--- src/rtl/lcsb_pkg.sv ---
// lcsb_pkg: shared widths, reset values and sizing constants for the lcs length unit
// no dependencies; used by lcsb_tally, lcs_length_of_bit_words_unit and the bench
`default_nettype none

package lcsb_pkg;

    localparam int WORD_W          = 32;
    localparam int LEN_REG_W       = 6;
    localparam int OUT_W           = 6;
    localparam int MAX_LEN_DEFAULT = 32;
    localparam int GRP_W           = 8;

    localparam logic [LEN_REG_W-1:0] STRING_LENGTH_RESET = 6'd32;

endpackage

`default_nettype wire

--- src/rtl/lcsb_tally.sv ---
// lcsb_tally: two-stage count of zero bits of the final row vector inside the length mask
// depends on lcsb_pkg (group width)
`default_nettype none

module lcsb_tally #(
    parameter int W     = 32,
    parameter int CNT_W = 6
) (
    input  wire logic             clk,
    input  wire logic             rst_n,
    input  wire logic             en,
    input  wire logic             in_valid,
    input  wire logic [W-1:0]     in_v,
    input  wire logic [W-1:0]     mask,
    output logic                  out_valid,
    output logic [CNT_W-1:0]      out_count
);

    localparam int GRP_W  = lcsb_pkg::GRP_W;
    localparam int NGRP   = (W + GRP_W - 1) / GRP_W;
    localparam int PAD_W  = NGRP * GRP_W;
    localparam int GCNT_W = $clog2(GRP_W + 1);

    logic [PAD_W-1:0]  zero_bits;
    logic [GCNT_W-1:0] grp_next [NGRP];
    logic [GCNT_W-1:0] grp_reg  [NGRP];
    logic [CNT_W-1:0]  sum_next;
    logic [CNT_W-1:0]  sum_reg;
    logic              grp_valid_reg;
    logic              sum_valid_reg;

    // per-group counts of zero bits
    always_comb
    begin
        zero_bits = PAD_W'(~in_v & mask);
        for (int g = 0; g < NGRP; g++)
        begin
            grp_next[g] = '0;
            for (int b = 0; b < GRP_W; b++)
            begin
                grp_next[g] = grp_next[g] + GCNT_W'(zero_bits[g*GRP_W + b]);
            end
        end
    end

    always_comb
    begin
        sum_next = '0;
        for (int g = 0; g < NGRP; g++)
        begin
            sum_next = sum_next + CNT_W'(grp_reg[g]);
        end
    end

    always_ff @(posedge clk or negedge rst_n)
    begin
        if (!rst_n)
        begin
            grp_valid_reg <= 1'b0;
            sum_valid_reg <= 1'b0;
        end
        else if (en)
        begin
            grp_valid_reg <= in_valid;
            sum_valid_reg <= grp_valid_reg;
        end
    end

    always_ff @(posedge clk)
    begin
        if (en)
        begin
            grp_reg <= grp_next;
            sum_reg <= sum_next;
        end
    end

    assign out_valid = sum_valid_reg;
    assign out_count = sum_reg;

endmodule

`default_nettype wire

--- config.mk ---
export PLATFORM = sky130hd
export DESIGN_NAME = lcsb_tally
export DESIGN_NICKNAME = d
export VERILOG_FILES = /design/src/rtl/lcsb_pkg.sv /design/src/rtl/lcsb_tally.sv
export SDC_FILE = /design/constraint.sdc
export NUM_CORES = 1
export LEC_CHECK = 0
export BUFFER_PORTS_ARGS = -buffer_cell sky130_fd_sc_hd__buf_2
export CELL_PAD_IN_SITES_DETAIL_PLACEMENT = 0
export CELL_PAD_IN_SITES_GLOBAL_PLACEMENT = 1
export CORE_AREA = 2 2 73 75
export DETAILED_ROUTE_END_ITERATION = 7
export DIE_AREA = 0 0 75 77
export PLACE_DENSITY = 0.84
export REMOVE_ABC_BUFFERS = 1
export SETUP_SLACK_MARGIN = 0.4
export SLEW_MARGIN = 5
export SYNTH_ARGS = -nofsm -noshare
export SYNTH_HDL_FRONTEND = slang
export SYNTH_SLANG_ARGS = --single-unit
--- constraint.sdc ---
create_clock -name clk -period 6.7 [get_ports clk]
set_clock_uncertainty 0.2 [all_clocks]
set_input_delay 0.67 -clock clk [delete_from_list [all_inputs] [get_ports clk]]
set_output_delay 0.67 -clock clk [all_outputs]
set_load 0.01 [all_outputs]
==> metrics.yaml <==
syn_area_per_cell_um2: 11.8
wl_met3_um: 162
clock_latency_ns: 0.27
syn_area_um2: 1930
track_usage: 0.112
wl_per_cell_um: 9.03
tns_ns: 0
largest_reg_flops: 16
die_area_um2: 5780
syn_to_final_growth_pct: 28.0
synth-seq-cells: 24
topRoutingLayerUsed: "met4"
cap_violations: 0
period_share: 0.517
relSlewSlack: 0.645
wl_mm: 2.82
cts.clk_slew.worst_paths_ns: 0.08
r2r_end: "out_count[5]$_DFFE_PP_"
post-cts-setup-buffers: 0
dr_wl_met2_mm: 1.51
nets: 352
grt_first_pass_wirelength_mm: 5.08
seq_area_frac_synth: 0.369
clkPwrFrac: 0.197
path_max_fanout: 2
fin_ws_ns: 3.23
holdCritPathClass: "reg -> reg"
wl_met1_mm: 1.11
rsz0062_at_grt: "false"
viasPerCell: 4.07
syn_inst: 163
port_buffers: 74
start_util: 0.387
p_sw_uw: 200
slew_viol_final: 0
numCtsBuffers: 3
grt-ovfl-total: 0
io_pins: 75
p_sw_frac: 0.311
leakagePower_nw: 1.22
synth_top_area_share: 0.343
vias: 1271
die_w_um: 75
cts_max_path_buffers: 2
reg2reg_slack_ns: 4.04
end_kind: "flip-flop"
cts_tree: "built"
drt_iter0_markers: 15
postLayoutCellArea_um2: 2470
antennaDiodeCount: 0
die_h_um: 77
cp.arrival_ns: 3.30
drc_errors: 0
max-vdd-ir-drop_uv: 118
worst-setup-path-type: "in -> reg"
p_int_uw: 444
rows: 26
required_ns: 6.54
startpoint: "in_v[0]"
grt_pass1_vias: 1302
synth_top_cell_by_area: "edfxtp_1"
outcome: "completed"
synth.area.top_cells: "edfxtp_1 (34%), fa_1 (25%), ha_1 (11%)"
startpoint_type: "input pin"
fp.coreArea_um2: 4980
grt_max_degree: 25
fillers: 452
antenna_found_initial: 0
r2r_cells: 10
synth.distinct_cells: 13
multi_input_area_um2: 1050
antenna_violating_nets_post_route: 0
regArea_um2: 711
place_area_um2: 2380
max_freq_ghz: 0.289
power_density_nw_per_um2: 261
ys_warn_count: 0
crit_end: "grp_reg[13]$_DFFE_PP_"
r2r-start: "grp_reg[1]$_DFFE_PP_"
layout.cells.most_common_list: "buf_2 (74), inv_1 (45), fa_1 (24), edfxtp_1 (22), nand2b_1 (21)"
final-setup-viol-count: 0
drive_above_1_share: 0.335
cts.sink_count: 24
worstMarginPinSlew_ns: 0.532
hold_violations: 0
htree_levels: 1
cts-root-buf: "clkbuf_8"
min_period_ns: 3.47
hpwl_mm: 2.51
mostFrequentLayoutCell: "buf_2"
first_pass_iters: 4
hp-start: "grp_valid_reg$_DFFE_PN0P_"
cts.hold.buffers_added: 1
seqPwrFrac: 0.371
place_congestion: 0.687
pwr-share-comb: 0.432
pre_cts_slack_ns: 2.93
cts_resized: 0
## synthesized netlist by cell type
cell / count
inv_1: 45
a21oi_1: 4
dfrtp_1: 2
edfxtp_1: 22
xnor2_1: 6
ha_1: 17
mux2_2: 2
o21ai_0: 1
fa_1: 24
a21oi_2: 1
nor2b_1: 17
a21o_1: 1
nand2b_1: 21
## layout make-up
class,count,area share
multi-input combinational,94,0.425
timing repair buffer,75,0.154
sequential,24,0.288
clock buffer,3,0.0167
tap,70,0.0355
inverter,45,0.0685
clock inverter,1,0.0122
## worst min-delay path by stage
stage / end / slack, ns / cells past startpoint
6_report: grp_valid_reg$_DFFE_PN0P_ / 0.31 / 1
5_1_grt: grp_valid_reg$_DFFE_PN0P_ / 0.34 / 1
4_1_cts: grp_valid_reg$_DFFE_PN0P_ / 0.31 / 1
3_5_place_dp: grp_valid_reg$_DFFE_PN0P_ / 0.26 / 1
3_3_place_gp: grp_valid_reg$_DFFE_PN0P_ / 0.26 / 1
2_1_floorplan: grp_valid_reg$_DFFE_PN0P_ / 0.17 / 0
## critical path, stage by stage
cell,delay (ns)
buf_2,0.09
nand2b_1,0.16
fa_1,0.51
fa_1,0.54
inv_1,0.05
fa_1,0.53
ha_1,0.18
inv_1,0.06
fa_1,0.48
inv_1,0.04
## kinds of logic after synthesis
| family | count (synthesis) | synth area share |
|---|---|---|
| AND/OR/NAND/NOR | 38 | 0.123 |
| flip-flops | 24 | 0.369 |
| buffers and inverters | 45 | 0.0877 |
| AO/OA/AOI/OAI | 7 | 0.0214 |
| adder cells (fa/ha/maj) | 41 | 0.360 |
| multiplexers | 2 | 0.0117 |
| XOR/XNOR | 6 | 0.0273 |
## power groups by stage
stage	registers [mW]	clock network (mW)	logic, mW
after floorplan	0.253	0	0.193
after global placement	0.242	0	0.274
after detailed placement	0.243	0	0.284
after CTS	0.240	0.131	0.287
after global routing	0.244	0.135	0.335
final	0.239	0.127	0.278
## routing by layer
layer	global-route usage	up-vias
met3	0.0210	5
met1	0.126	571
met2	0.208	43
met5	0	-
li1	-	652
met4	0.0321	0
## stage by stage
stage                     utilization  power, mW  hold slack [ns]  std cells
after CTS                       0.495      0.657            0.313        312
after detailed placement        0.479      0.527            0.257        307
after global placement          0.479      0.516            0.255        307
after floorplan                     -      0.446            0.174        163
after global routing            0.495      0.714            0.341        312
final                           0.495      0.644            0.306        312
No activity file was read; power rests on OpenSTA's default activity.
