<file path="src/rtl/lcsb_cell.sv">
// lcsb_cell: one row of the bit-parallel lcs table, one x bit per cell
// uses no package items; instantiated in a chain by lcs_length_of_bit_words_unit
`default_nettype none

module lcsb_cell #(
    parameter int W     = 32,
    parameter int ROW   = 0,
    parameter int LEN_W = 6
) (
    input  wire logic             clk,
    input  wire logic             rst_n,
    input  wire logic             en,
    input  wire logic [LEN_W-1:0] len,
    input  wire logic             in_valid,
    input  wire logic [W-1:0]     in_x,
    input  wire logic [W-1:0]     in_y,
    input  wire logic [W-1:0]     in_v,
    output logic                  out_valid,
    output logic [W-1:0]          out_x,
    output logic [W-1:0]          out_y,
    output logic [W-1:0]          out_v
);

    logic         valid_reg;
    logic [W-1:0] x_reg;
    logic [W-1:0] y_reg;
    logic [W-1:0] v_reg;
    logic [W-1:0] v_next;
    logic [W-1:0] match;
    logic         active;

    // match vector: columns whose y bit equals this row's x bit
    always_comb
    begin
        match  = ~(in_y ^ {W{in_x[ROW]}});
        active = LEN_W'(ROW) < len;
        if (active)
        begin
            v_next = (in_v + (in_v & match)) | (in_v & ~match);
        end
        else
        begin
            v_next = in_v;
        end
    end

    always_ff @(posedge clk or negedge rst_n)
    begin
        if (!rst_n)
        begin
            valid_reg <= 1'b0;
        end
        else if (en)
        begin
            valid_reg <= in_valid;
        end
    end

    always_ff @(posedge clk)
    begin
        if (en)
        begin
            x_reg <= in_x;
            y_reg <= in_y;
            v_reg <= v_next;
        end
    end

    assign out_valid = valid_reg;
    assign out_x     = x_reg;
    assign out_y     = y_reg;
    assign out_v     = v_reg;

endmodule

`default_nettype wire

</file>
<file path="config.mk">
export PLATFORM = sky130hd
export DESIGN_NAME = lcsb_cell
export DESIGN_NICKNAME = d
export VERILOG_FILES = /design/src/rtl/lcsb_cell.sv
export SDC_FILE = /design/constraint.sdc
export NUM_CORES = 1
export LEC_CHECK = 0
export ABC_AREA = 0
export BUFFER_PORTS_ARGS = -buffer_cell sky130_fd_sc_hd__buf_2
export CAP_MARGIN = 20
export CORE_ASPECT_RATIO = 1.2
export CORE_MARGIN = 1
export CORE_UTILIZATION = 30
export CTS_CLUSTER_DIAMETER = 40
export DETAILED_ROUTE_END_ITERATION = 8
export GPL_TIMING_DRIVEN = 0
export PLACE_DENSITY_LB_ADDON = 0.05
export RECOVER_POWER = 100
export SLEW_MARGIN = 20
export SYNTH_ARGS = -nofsm -noshare
export SYNTH_HDL_FRONTEND = slang
export SYNTH_SLANG_ARGS = --single-unit
</file>
<file path="constraint.sdc">
create_clock -name clk -period 1 [get_ports clk]
set_input_delay 0.1 -clock clk [delete_from_list [all_inputs] [get_ports clk]]
set_output_delay 0.1 -clock clk [all_outputs]
set_load 0.02 [all_outputs]
</file>
==> impl_results.md <==
- Final instance area: 9190 um^2
- Synthesized netlist net count: 677
- Share of layout cells above drive strength 1: 0.349
- Clock Sinks: 97
- Setup Skew: 0 ps
- Tmin final: 2600 ps
- GRT overflow: 0
- Dpl hpwl: 14.6 mm
- CTS max path bufs: 2
- DRT iter0 DRCs: 250
- Placed Area: 7310 um^2
- Synth area leaders: edfxtp_1, o21ai_0, nand2b_1, nand2_1, nor2b_1
- CP Class: in2reg
- Hold Path Class: in2reg
- Area growth syn-to-layout: 57.5%
- Synth Instances: 570
- Yosys cell types: 69
- Share of the synthesized area in the top cell type: 0.494
- Post-Route Setup TNS: -33350 ps
- Synth async-reset ratio: 0.0103
- Worst EP arrival: 2830 ps
- Number of synthesized flops with an enable pin: 96
- Die height: 155 um
- Crit share post-route: 2.60
- Critical R2R Launch: out_valid
- Syn. warnings: 0
- Post-synthesis compound-gate area fraction: 0.221
- DRC Markers: 0
- First-pass GRT wire length: 31.2 mm
- Failing checks: setup timing
- Mapped Area: 5830 um^2
- DRT Wirelength: 21.2 mm
- Worst-Skew Late Latency: 360 ps
- FF-to-FF path depth: 2
- Post-synth top flop: edfxtp_1
- Vias: 5855
- Initial core utilization: 0.308
- Met3 wire len: 1.33 mm
- CTS tree: built
- Die Wd: 129 um
- Via density: 5.23
- Worst Hold Path Cells: 1
- CP max FO: 2
- Largest area contributor in the netlist: edfxtp_1
- Largest family of logic cells by synthesized area: compound AO/OA/AOI/OAI gates
- GRT Total Usage: 0.208
- Worst Setup SP: in_x[0]
- # rows: 55
- Fin nets: 965
- Fmax: 0.385 GHz
- Pins Over Slew Limit: 0
- Max-slew headroom: 0.423
- Status: finished with violations
- Actual slew at the worst max-slew pin: 866 ps
- Core area: 18900 um^2
- Final setup viols: 48
- Worst setup endpoint: out_v[30]
- CP Capture Type: flip-flop
- Synth Area in Adders: 0.00214
- Depth of the CTS H-tree: 3
- CTS buffer count: 9
- Sequential share of the synthesized area: 0.498
- Wirelength per Cell: 18.9 um
- Clock-pin slew on the worst setup and hold paths: 80 ps
- Final hold vios: 0
- Syn avg cell area: 10.2 um^2
- Synth Register Bits: 97
- PwrDens: 1310 nW/um^2
- Setup ws final: -1600 ps
- Number of global-route vias before repair: 5811
- Largest net degree at the start of global routing: 59
- Routability Congestion: 0.838
- Ant. Diodes: 0
- IO Port Bufs: 200
- CP Launch Type: input pin
- Root Buffer: clkbuf_16
- Max cap viols: 0
- FF-to-FF setup slack: 110 ps
- Met1 WL: 8.58 mm
- DR WL met2: 10.5 mm
- ANT nets after route: 0
- Max layer used: met4
- Post-synthesis mux area share: 0.0129
- VDD IR max: 0.000759 V
- Worst reg2reg path endpoint: out_valid
- Initial antenna violation count: 0
- Unrepaired setup endpoints after global routing: true
- DR pass1 iterations: 5
- # IOs: 203
- Worst Path Required: 1230 ps
- Leak: 0.00362 uW
- Xor/xnor share of the synthesized area: 0.0285
- Die Area: 20000 um^2
- Post-Synth Simple-Gate Area: 0.199
-- metrics by stage --
step | total power [uW] | cells | hold WS, ps | setup WS [ps] | util
3_3_place_gp | 7560 | 1026 | -124 | -2530 | 0.385
4_1_cts | 11700 | 1106 | 0.292 | -1610 | 0.454
3_5_place_dp | 7600 | 1027 | -124 | -2540 | 0.386
6_report | 12000 | 1119 | 26.1 | -1600 | 0.485
5_1_grt | 12500 | 1119 | 26.4 | -1660 | 0.485
2_1_floorplan | 6520 | 570 | -196 | -1520 | -
-- critical path: stages --
cell and delay [ps]:
buf_12 100, buf_12 110, buf_12 110, buf_12 110
buf_12 110, buf_12 110, buf_12 120, xnor2_4 150
and2_4 160, ha_4 120, a21oi_4 40, o311ai_4 320
buf_4 180, nand4b_1 130, a31o_1 310, a2111oi_4 320
o22a_1 160
-- registers in the layout (all words and copies together), names as in the netlist --
signal,count
out_v,32
out_x,32
out_valid,1
out_y,32
-- synth_stat cells, drive strengths merged (7+ instances only) --
cell type	n
nor2	18
a22oi	20
and3	12
nand2	54
and2	7
edfxtp	96
clkbuf	12
nand3	18
a221oi	7
nand2b	33
o22ai	7
nand3b	8
or3b	9
nor2b	31
buf	16
a21oi	36
o21ai	55
xor2	15
o31ai	9
o221ai	8
inv	21
-- logic make-up (layout without fill, tap and decap cells) --
logic type	Yosys count	count (layout)
and+or+nand+nor	209	209
xor gates and xnor gates	19	19
DFF	97	97
adders and majority gates	1	1
muxes	7	7
buffers and inverters	49	342
AOI/OAI and AO/OA	188	188
-- worst min path at each step --
stage,from,end,slack (ps)
floorplan,rst_n,out_valid,-200
global placement,rst_n,out_valid,-120
detailed placement,rst_n,out_valid,-120
CTS,in_y[23],out_y[23],0.3
global route,in_y[0],out_y[0],30
finish,in_y[0],out_y[0],30
-- layout make-up --
cell class                      count  area (um^2)
Buffer                             27          270
Multi-Input combinational cell    424         3120
Timing Repair Buffer              278         2190
Clock inverter                      7         77.6
Sequential cell                    97         2910
Inverter                           21         78.8
Fill cell                        1745         9740
Clock buffer                        9          225
Tap cell                          256          320
-- layer usage --
metal	track usage	up-vias
met3	0.0346	46
met5	0	-
met4	0.108	0
met1	0.243	2833
met2	0.363	234
li1	-	2742
-- layout by cell type, fill, tap and decap left out, types with 4 or more instances in the layout --
cell type        n
a21o_1           4
a21oi_1         29
a21oi_2          4
a221o_1          4
a221oi_1         5
a22oi_1         19
and2_1           6
and3_1          11
buf_12          11
buf_2          100
buf_4           24
buf_6           77
clkbuf_1        35
clkbuf_16        9
clkbuf_4         4
dlygate4sd3_1   47
edfxtp_1        96
inv_1           21
mux2_2           4
nand2_1         50
nand2_2          4
nand2b_1        33
nand3_1         17
nand3b_1         8
nand4_1          4
nor2_1          16
nor2b_1         31
o21a_1           4
o21ai_0         33
o21ai_1         15
o21ai_2          5
o221ai_1         5
o22ai_1          6
o31ai_1          6
or3b_1           6
xor2_1          14
-- repair_timing --
item | 4_1_cts | 5_1_grt
resized for setup | 94 | 146
endpoints found under the setup margin | 71 | 123
setup buffers | 17 | 15
pin swaps | 20 | 21
hold buffers | 47 | 0
hold endpoints to repair | 47 | 0
-- power breakdown --
group	total (uW)	internal, uW	switching (uW)
Clock	3640	1970	1670
Sequential	5050	4900	145
Combinational	3350	1550	1800
Note: power is estimated with default switching activity, not from simulation.
